## src/rtl/cqsa_pkg.sv

```systemverilog
// Package for the class quota slot allocator: pool size, field widths, codes,
// beat payload structs and the control structs shared between its modules.
// Depends on nothing; every other file of the block imports it.
`timescale 1ns / 1ps

package cqsa_pkg;

   localparam int POOL_SLOTS  = 8;
   localparam int SLOT_W      = (POOL_SLOTS > 1) ? $clog2(POOL_SLOTS) : 1;
   localparam int LIVE_W      = $clog2(POOL_SLOTS + 1);
   localparam int QUOTA_W     = 4;
   localparam int CMP_W       = (LIVE_W > QUOTA_W) ? LIVE_W : QUOTA_W;
   localparam int STAMP_W     = 16;
   localparam int CLASS_COUNT = 3;

   localparam logic [STAMP_W-1:0] STAMP_NONE = 16'hFFFF;

   localparam logic [1:0] OP_ALLOC   = 2'd0;
   localparam logic [1:0] OP_RELEASE = 2'd1;
   localparam logic [1:0] OP_CLEAR   = 2'd2;

   localparam logic [1:0] CLASS_STATUE   = 2'd0;
   localparam logic [1:0] CLASS_BLOCK    = 2'd1;
   localparam logic [1:0] CLASS_PLATFORM = 2'd2;
   localparam logic [1:0] CLASS_NONE     = 2'd3;

   localparam logic [1:0] STATUS_FREE  = 2'd0;
   localparam logic [1:0] STATUS_EVICT = 2'd1;
   localparam logic [1:0] STATUS_FAIL  = 2'd2;
   localparam logic [1:0] STATUS_DONE  = 2'd3;

   localparam logic [1:0] CSR_QUOTA_STATUE   = 2'd0;
   localparam logic [1:0] CSR_QUOTA_BLOCK    = 2'd1;
   localparam logic [1:0] CSR_QUOTA_PLATFORM = 2'd2;

   typedef enum logic [1:0] {
      S_IDLE,
      S_SCAN,
      S_DECIDE
   } state_type;

   typedef struct packed {
      logic [1:0] opcode;
      logic [1:0] entry_class;
      logic [2:0] slot_index;
   } req_type;

   typedef struct packed {
      logic [1:0] status;
      logic [2:0] granted_slot;
      logic [3:0] class_live_count;
   } rsp_type;

   typedef struct packed {
      logic               valid;
      logic [1:0]         cls;
      logic [STAMP_W-1:0] stamp;
   } slot_entry_type;

   typedef struct packed {
      logic               alloc_en;
      logic [SLOT_W-1:0]  alloc_idx;
      logic [1:0]         alloc_cls;
      logic [STAMP_W-1:0] alloc_stamp;
      logic               release_en;
      logic [SLOT_W-1:0]  release_idx;
      logic               clear_en;
   } table_wr_type;

   typedef struct packed {
      logic clear;
      logic step;
   } scan_ctl_type;

   typedef struct packed {
      logic [LIVE_W-1:0] live;
      logic              have_oldest;
      logic [SLOT_W-1:0] oldest_idx;
      logic              have_free;
      logic [SLOT_W-1:0] free_idx;
   } scan_result_type;

endpackage

```

## src/rtl/cqsa_slot_table.sv

```systemverilog
// Slot table of the allocator: valid bits, class and stamp of every slot.
// One read port driven by the scan index and one write port; uses cqsa_pkg.
`timescale 1ns / 1ps

module cqsa_slot_table (
   input  logic                           clock,
   input  logic                           reset,
   input  cqsa_pkg::table_wr_type         wr,
   input  logic [cqsa_pkg::SLOT_W-1:0]    rd_idx,
   output cqsa_pkg::slot_entry_type       rd_entry
);
   import cqsa_pkg::*;

   logic [POOL_SLOTS-1:0] valid_ff;
   logic [1:0]            class_ff [POOL_SLOTS];
   logic [STAMP_W-1:0]    stamp_ff [POOL_SLOTS];

   always_ff @(posedge clock) begin
      if (reset || wr.clear_en) begin
         valid_ff <= '0;
      end else begin
         if (wr.alloc_en) begin
            valid_ff[wr.alloc_idx] <= 1'b1;
         end
         if (wr.release_en) begin
            valid_ff[wr.release_idx] <= 1'b0;
         end
      end
   end

   always_ff @(posedge clock) begin
      if (wr.alloc_en) begin
         class_ff[wr.alloc_idx] <= wr.alloc_cls;
         stamp_ff[wr.alloc_idx] <= wr.alloc_stamp;
      end
   end

   always_comb begin
      rd_entry.valid = valid_ff[rd_idx];
      rd_entry.cls   = class_ff[rd_idx];
      rd_entry.stamp = stamp_ff[rd_idx];
   end

endmodule

```

## src/rtl/cqsa_scan_unit.sv

```systemverilog
// Scan unit: takes one slot per cycle while step is set and accumulates the live count,
// the oldest entry of the requested class and the lowest free slot; uses cqsa_pkg.
`timescale 1ns / 1ps

module cqsa_scan_unit (
   input  logic                           clock,
   input  cqsa_pkg::scan_ctl_type         ctl,
   input  cqsa_pkg::slot_entry_type       entry,
   input  logic [cqsa_pkg::SLOT_W-1:0]    entry_idx,
   input  logic [1:0]                     req_class,
   output cqsa_pkg::scan_result_type      result
);
   import cqsa_pkg::*;

   scan_result_type    acc_ff;
   scan_result_type    acc_in;
   logic [STAMP_W-1:0] oldest_stamp_ff;
   logic [STAMP_W-1:0] oldest_stamp_in;

   always_comb begin
      acc_in          = acc_ff;
      oldest_stamp_in = oldest_stamp_ff;
      if (ctl.clear) begin
         acc_in          = '0;
         oldest_stamp_in = STAMP_NONE;
      end else if (ctl.step) begin
         if (!entry.valid) begin
            if (!acc_ff.have_free) begin
               acc_in.have_free = 1'b1;
               acc_in.free_idx  = entry_idx;
            end
         end else if (entry.cls == req_class) begin
            acc_in.live = acc_ff.live + LIVE_W'(1);
            if (entry.stamp < oldest_stamp_ff) begin
               oldest_stamp_in    = entry.stamp;
               acc_in.oldest_idx  = entry_idx;
               acc_in.have_oldest = 1'b1;
            end
         end
      end
   end

   always_ff @(posedge clock) begin
      acc_ff          <= acc_in;
      oldest_stamp_ff <= oldest_stamp_in;
   end

   assign result = acc_ff;

endmodule

```

## src/rtl/class_quota_slot_allocator.sv

```systemverilog
// Top level of the class quota slot allocator: command handshake, quota registers, stamp
// counter and the sequencer over cqsa_slot_table and cqsa_scan_unit; uses cqsa_pkg.
// An allocate of a real class strobes its result after capture, a scan of every slot and
// decide. Other requests, and an allocate of CLASS_NONE, strobe in the cycle after start.
// busy covers an allocate in flight; a new start is taken in the strobe cycle. Results last
// one cycle. Synchronous reset empties the pool, zeroes the stamp and sets each quota to one.
`timescale 1ns / 1ps

module class_quota_slot_allocator (
   input  logic                        clock,
   input  logic                        reset,
   input  logic                        start,
   output logic                        busy,
   input  cqsa_pkg::req_type           req_payload,
   output logic                        rsp_valid,
   output cqsa_pkg::rsp_type           rsp_payload,
   input  logic                        csr_valid,
   output logic                        csr_ready,
   input  logic [1:0]                  csr_index,
   input  logic [3:0]                  csr_wdata
);
   import cqsa_pkg::*;

   state_type            state_ff, state_in;
   req_type              req_ff, req_in;
   logic [SLOT_W-1:0]    scan_idx_ff, scan_idx_in;
   logic [STAMP_W-1:0]   next_stamp_ff, next_stamp_in;
   logic [QUOTA_W-1:0]   quota_ff [CLASS_COUNT];
   logic                 rsp_valid_ff, rsp_valid_in;
   rsp_type              rsp_ff, rsp_in;

   table_wr_type         wr;
   slot_entry_type       entry;
   scan_ctl_type         scan_ctl;
   scan_result_type      scan_res;

   logic [QUOTA_W-1:0]   quota_sel;
   logic                 evict;
   logic [3:0]           live_sat;

   cqsa_slot_table u_table (
      .clock    (clock),
      .reset    (reset),
      .wr       (wr),
      .rd_idx   (scan_idx_ff),
      .rd_entry (entry)
   );

   cqsa_scan_unit u_scan (
      .clock     (clock),
      .ctl       (scan_ctl),
      .entry     (entry),
      .entry_idx (scan_idx_ff),
      .req_class (req_ff.entry_class),
      .result    (scan_res)
   );

   assign csr_ready = 1'b1;

   always_ff @(posedge clock) begin
      if (reset) begin
         for (int i = 0; i < CLASS_COUNT; i++) begin
            quota_ff[i] <= QUOTA_W'(1);
         end
      end else if (csr_valid && csr_ready) begin
         unique case (csr_index)
            CSR_QUOTA_STATUE:   quota_ff[0] <= csr_wdata;
            CSR_QUOTA_BLOCK:    quota_ff[1] <= csr_wdata;
            CSR_QUOTA_PLATFORM: quota_ff[2] <= csr_wdata;
            default: ;
         endcase
      end
   end

   always_comb begin
      unique case (req_ff.entry_class)
         CLASS_STATUE:   quota_sel = quota_ff[0];
         CLASS_BLOCK:    quota_sel = quota_ff[1];
         CLASS_PLATFORM: quota_sel = quota_ff[2];
         default:        quota_sel = quota_ff[0];
      endcase
      evict    = (CMP_W'(scan_res.live) >= CMP_W'(quota_sel)) && scan_res.have_oldest;
      live_sat = (CMP_W'(scan_res.live) > CMP_W'(4'hF)) ? 4'hF : 4'(scan_res.live);
   end

   always_ff @(posedge clock) begin
      if (reset) begin
         state_ff      <= S_IDLE;
         scan_idx_ff   <= '0;
         next_stamp_ff <= '0;
         rsp_valid_ff  <= 1'b0;
      end else begin
         state_ff      <= state_in;
         scan_idx_ff   <= scan_idx_in;
         next_stamp_ff <= next_stamp_in;
         rsp_valid_ff  <= rsp_valid_in;
      end
   end

   always_ff @(posedge clock) begin
      req_ff <= req_in;
      rsp_ff <= rsp_in;
   end

   always_comb begin
      state_in      = state_ff;
      req_in        = req_ff;
      scan_idx_in   = scan_idx_ff;
      next_stamp_in = next_stamp_ff;
      rsp_valid_in  = 1'b0;
      rsp_in        = rsp_ff;
      wr            = '0;
      scan_ctl      = '0;
      unique case (state_ff)
         S_IDLE: begin
            if (start) begin
               req_in = req_payload;
               if (req_payload.opcode == OP_ALLOC && req_payload.entry_class != CLASS_NONE) begin
                  state_in       = S_SCAN;
                  scan_idx_in    = '0;
                  scan_ctl.clear = 1'b1;
               end else begin
                  rsp_valid_in            = 1'b1;
                  rsp_in.status           = (req_payload.opcode == OP_ALLOC) ?
                                            STATUS_FAIL : STATUS_DONE;
                  rsp_in.granted_slot     = '0;
                  rsp_in.class_live_count = '0;
                  if (req_payload.opcode == OP_RELEASE &&
                      int'(req_payload.slot_index) < POOL_SLOTS) begin
                     wr.release_en  = 1'b1;
                     wr.release_idx = SLOT_W'(req_payload.slot_index);
                  end
                  if (req_payload.opcode == OP_CLEAR) begin
                     wr.clear_en   = 1'b1;
                     next_stamp_in = '0;
                  end
               end
            end
         end
         S_SCAN: begin
            scan_ctl.step = 1'b1;
            if (scan_idx_ff == SLOT_W'(POOL_SLOTS - 1)) begin
               state_in = S_DECIDE;
            end else begin
               scan_idx_in = scan_idx_ff + SLOT_W'(1);
            end
         end
         S_DECIDE: begin
            state_in                = S_IDLE;
            rsp_valid_in            = 1'b1;
            rsp_in.class_live_count = live_sat;
            wr.alloc_cls            = req_ff.entry_class;
            wr.alloc_stamp          = next_stamp_ff;
            if (evict) begin
               rsp_in.status       = STATUS_EVICT;
               rsp_in.granted_slot = 3'(scan_res.oldest_idx);
               wr.alloc_en         = 1'b1;
               wr.alloc_idx        = scan_res.oldest_idx;
            end else if (scan_res.have_free) begin
               rsp_in.status       = STATUS_FREE;
               rsp_in.granted_slot = 3'(scan_res.free_idx);
               wr.alloc_en         = 1'b1;
               wr.alloc_idx        = scan_res.free_idx;
            end else begin
               rsp_in.status       = STATUS_FAIL;
               rsp_in.granted_slot = '0;
            end
            if (wr.alloc_en) begin
               next_stamp_in = next_stamp_ff + STAMP_W'(1);
            end
         end
         default: state_in = S_IDLE;
      endcase
   end

   assign busy        = (state_ff != S_IDLE);
   assign rsp_valid   = rsp_valid_ff;
   assign rsp_payload = rsp_ff;

   // The last slot of a scan always hands over to the decision cycle.
   a_scan_ends: assert property (@(posedge clock) disable iff (reset)
      (state_ff == S_SCAN && scan_idx_ff == SLOT_W'(POOL_SLOTS - 1)) |=> state_ff == S_DECIDE)
      else $error("scan did not end in the decision cycle");

   a_decide_strobe: assert property (@(posedge clock) disable iff (reset)
      state_ff == S_DECIDE |=> (rsp_valid && state_ff == S_IDLE))
      else $error("decision cycle gave no result beat");

   a_strobe_idle: assert property (@(posedge clock) disable iff (reset)
      rsp_valid |-> !busy)
      else $error("result beat while busy");

   a_evict_live: assert property (@(posedge clock) disable iff (reset)
      (rsp_valid && rsp_payload.status == STATUS_EVICT) |-> rsp_payload.class_live_count != 4'd0)
      else $error("eviction with no live entry of the class");

   a_short_op: assert property (@(posedge clock) disable iff (reset)
      (start && !busy && req_payload.opcode != OP_ALLOC) |=>
      (rsp_valid && rsp_payload.status == STATUS_DONE))
      else $error("release, clear or no-op did not finish in one cycle");

endmodule

```

## config.mk

```make
export PLATFORM = sky130hd
export DESIGN_NAME = class_quota_slot_allocator
export DESIGN_NICKNAME = d
export VERILOG_FILES = /design/src/rtl/cqsa_pkg.sv /design/src/rtl/cqsa_slot_table.sv /design/src/rtl/cqsa_scan_unit.sv /design/src/rtl/class_quota_slot_allocator.sv
export SDC_FILE = /design/constraint.sdc
export NUM_CORES = 1
export LEC_CHECK = 0
export BUFFER_PORTS_ARGS = -buffer_cell sky130_fd_sc_hd__clkbuf_2
export CAP_MARGIN = 25
export CORE_ASPECT_RATIO = 0.8
export CORE_MARGIN = 5
export CORE_UTILIZATION = 66
export DETAILED_ROUTE_END_ITERATION = 7
export PLACE_DENSITY = 0.84
export SLEW_MARGIN = 10
export SYNTH_ARGS = -nofsm -noshare
export SYNTH_HDL_FRONTEND = slang
export SYNTH_SLANG_ARGS = --single-unit
export TNS_END_PERCENT = 100
```

## constraint.sdc

```tcl
create_clock -name clock -period 9.7 [get_ports clock]
set_input_delay 0.485 -clock clock [delete_from_list [all_inputs] [get_ports clock]]
set_output_delay 0.485 -clock clock [all_outputs]
set_load 0.03 [all_outputs]
```

==> summary.md <==
| Metric | Value |
|---|---|
| Syn_nets | `~760` |
| Minimum clock period | `4.24 ns` |
| Initial antenna violation count | `0` |
| Max Root-Sink Buffers | `3` |
| Crit Path Max Fanout | `34` |
| Setup bufs post-CTS | `0` |
| Die X-Extent | `147 um` |
| CTS Sinks | `228` |
| Hold-fix buffers, CTS | `0` |
| Via density | `6.77` |
| Least-Margin Pin Slew | `1.04 ns` |
| Initial DRT Pass Iterations | `6` |
| Layout Nets | `about 780` |
| Max-slew headroom | `30.3%` |
| Drc violations | `0` |
| Met1 Usage GRT | `slightly below 40%` |
| Port buffer count | `27` |
| DRT antenna net count | `0` |
| Chip Height | `120 um` |
| Clock Power Share | `43.0%` |
| Most Crowded Layer GR | `met2` |
| Resized cells post-CTS | `0` |
| WP data arrival | `4.69 ns` |
| Hold path start | `req_payload[3]` |
| Post-synth EDFFs | `between 150 and 200` |
| Hold Crit Depth | `1` |
| P_leak | `4.15 nW` |
| Critical path type | `reg2reg` |
| Detailed placement HPWL | `approximately 14000 um` |
| RSZ-0062 raised after global routing | `no` |
| Flop pwr share | `52.6%` |
| Critical Path Sink Type | `register` |
| Inst Count DP | `904` |
| Hold Crit Class | `in2reg` |
| Clock buffer count from CTS | `22` |
| CTS root buffer | `clkbuf_16` |
| Yosys reg bits | `228` |
| GRT Residual Overflow | `0` |
| Vias | `6400` |
| Final Power | `2.01 mW` |
| CTS tree | `yes` |
| Status | `finished, final reports clean` |
| Number of DRC markers in iteration 0 | `811` |
| Maxcap violations | `0` |
| IO Pins | `29` |
| Synth Cell Area | `9920 sq um` |
| Crit start category | `register` |
| # diodes | `0` |
| GRT Util Overall | `between 20% and 30%` |
| Share of layout cells above drive strength 1 | `17.7%` |
| Area Growth Syn to Fin | `9.80%` |
| Synth Instances | `722` |
| Worst Hold Path EP | `req_ff[3]` |
| Pin count of the biggest net entering global routing | `36` |
| Met2 Usage GRT | `around two fifths` |
| Fmax | `~240 MHz` |
| Ys async rst share | `0%` |
| Latest clock arrival within the worst-skew pair | `0.51 ns` |
| WL/cell | `between 20 and 25 um` |
| Sequential share of the synthesized area | `62.8%` |
| Hold Vio Cnt, Final | `0` |
| Ys flop type | `edfxtp_1` |
| Pint | `between 1.5 and 2 mW` |
| Slew Limit Fails | `0` |
| Skew final | `0.0109 ns` |
| Syn Area/Cell | `13.7 sq um` |
| Sw Share | `21.1%` |
| Required @ worst endpoint | `around 10 ns` |
| First-pass GRT wire length | `35400 um` |
| Final Non-Filler Cells | `between 900 and 1000` |
| P_sw | `0.424 mW` |
| Pwr Density | `between 150 and 200 nW/um^2` |
| Gate power share | `4.3%` |
| Hold slack | `0.224 ns` |
| Count of final setup violators | `0` |
| Row cnt | `40` |
| Total core area | `14900 sq um` |
| Vias in the first global route | `6303` |
| H-tree depth | `1` |
| WL final | `roughly 23000 um` |
| Die area | `17600 sq um` |
| Max IR drop VDD | `0.000162 V` |
| GR Util met3 | `6.30%` |
| FF-to-FF End | `u_scan.oldest_stamp_ff[6]` |
| Worst-path clk slew | `0.06 ns` |
| Period utilization | `43.7%` |
| Cell variety after synth | `60` |
| Worst reg-to-reg path cell count | `10` |
| Syn. warnings | `0` |
| Initial Utilization | `66.8%` |
| Routability cong. | `0.942` |
| Flop2flop setup slack | `5.46 ns` |
| Fin Setup TNS | `0 ns` |
cells by family after synthesis:
group           count (synthesis)  synth area share [%]
flops                         228                  62.8
simple gates                  193                  10.4
compound gates                141                  9.24
buf+inv                        68                  2.91
mux                            62                  11.0
fa+ha+maj                      25                  3.15
xor+xnor                        4                 0.353
other cells                     1                0.0378
placed cells by master, fill, tap and decap left out, drive strengths merged, types with 15 or more instances in the layout:
master / synthesis / final
edfxtp: 167 / 167
dfxtp: 61 / 61
clkbuf: 28 / 53
a21oi: 44 / 44
nor2: 41 / 41
mux4: 36 / 36
nand2: 31 / 31
inv: 29 / 29
o21ai: 25 / 25
and2: 25 / 25
ha: 25 / 25
nand3: 19 / 19
mux2: 18 / 18
nor3: 15 / 15
registers in the layout, indices dropped and copies added (netlist names), named ones only:
register / flops
next_stamp_ff: 16
quota_ff: 12
req_ff: 2
rsp_payload: 9
rsp_valid: 1
scan_idx_ff: 3
state_ff: 2
u_scan.oldest_stamp_ff: 16
u_scan.result: 12
u_table.class_ff: 16
u_table.stamp_ff: 128
u_table.valid_ff: 8
layout make-up:
class / count / area [sq um]
Fill cell: 934 / 3970
Multi-Input combinational cell: 426 / 3400
Tap cell: 189 / 236
Sequential cell: 228 / 6240
Clock buffer: 26 / 576
Inverter: 29 / 109
Timing Repair Buffer: 33 / 188
Clock inverter: 14 / 151
critical path, stage by stage, from the launching register on:
cell,delay [ns]
dfxtp_2,0.32
buf_4,0.54
mux4_2,0.58
mux2_2,0.30
ha_1,0.33
a21oi_1,0.17
o21ai_0,0.11
a221oi_1,0.42
nand4_1,0.75
o211ai_1,0.49
o21a_1,0.17
how the worst max path moves through the flow:
stage,startpoint,end,slack (ns)
floorplan,register,u_scan.oldest_stamp_ff[11],6.10
global placement,register,u_scan.oldest_stamp_ff[15],5.56
detailed placement,register,u_scan.oldest_stamp_ff[6],5.49
CTS,register,u_scan.oldest_stamp_ff[6],5.43
global route,register,u_scan.oldest_stamp_ff[5],5.12
finish,register,u_scan.oldest_stamp_ff[6],5.46
layer usage:
| metal | routed length, um | share of wire (%) |
|---|---|---|
| met1 | 9620 | 43 |
| met2 | 10200 | 45 |
| met3 | 2300 | 10 |
| met4 | 443 | 2.0 |
| met5 | 0 | 0 |
Yosys cell counts, drive strengths merged (4+ instances only):
cell type | n | area share, %
o31a | 4 | 0.35
nor2 | 41 | 1.6
a21oi | 44 | 2.2
nand4 | 7 | 0.44
buf | 11 | 0.76
nand2b | 10 | 0.63
and2 | 25 | 1.6
mux2i | 8 | 0.81
nand2 | 31 | 1.2
ha | 25 | 3.2
a31oi | 4 | 0.25
edfxtp | 167 | 51
dfxtp | 61 | 12
clkbuf | 28 | 1.1
mux2 | 18 | 2.0
o211ai | 13 | 1.1
and4 | 4 | 0.35
and3 | 5 | 0.32
a22oi | 4 | 0.30
inv | 29 | 1.1
o31ai | 11 | 0.83
or2 | 7 | 0.44
o21ai | 25 | 1.3
nand3 | 19 | 0.96
o21a | 12 | 0.91
or4 | 13 | 0.98
a211oi | 4 | 0.30
nor2b | 4 | 0.25
nor3 | 15 | 0.76
a21o | 5 | 0.38
mux4 | 36 | 8.2
metrics by stage:
| step | setup WS, ns | cell area, sq um | utilization (%) |
|---|---|---|---|
| 6_report | 5.46 | 10900 | 73.3 |
| 5_1_grt | 5.12 | 10900 | 73.3 |
| 4_1_cts | 5.43 | 10900 | 73.2 |
| 3_5_place_dp | 5.49 | 10200 | 68.3 |
| 3_3_place_gp | 5.56 | 10200 | 68.3 |
| 2_1_floorplan | 6.10 | 9920 | - |
power by group through the flow:
stage	Sequential, mW	Combinational, mW	Clock [mW]
after floorplan	1.07	0.0605	0
after global placement	1.08	0.0804	0
after detailed placement	1.08	0.0841	0
after CTS	1.06	0.0853	0.867
after global routing	1.06	0.0940	0.916
final	1.06	0.0869	0.863
Note: power is estimated with default switching activity, not from simulation.
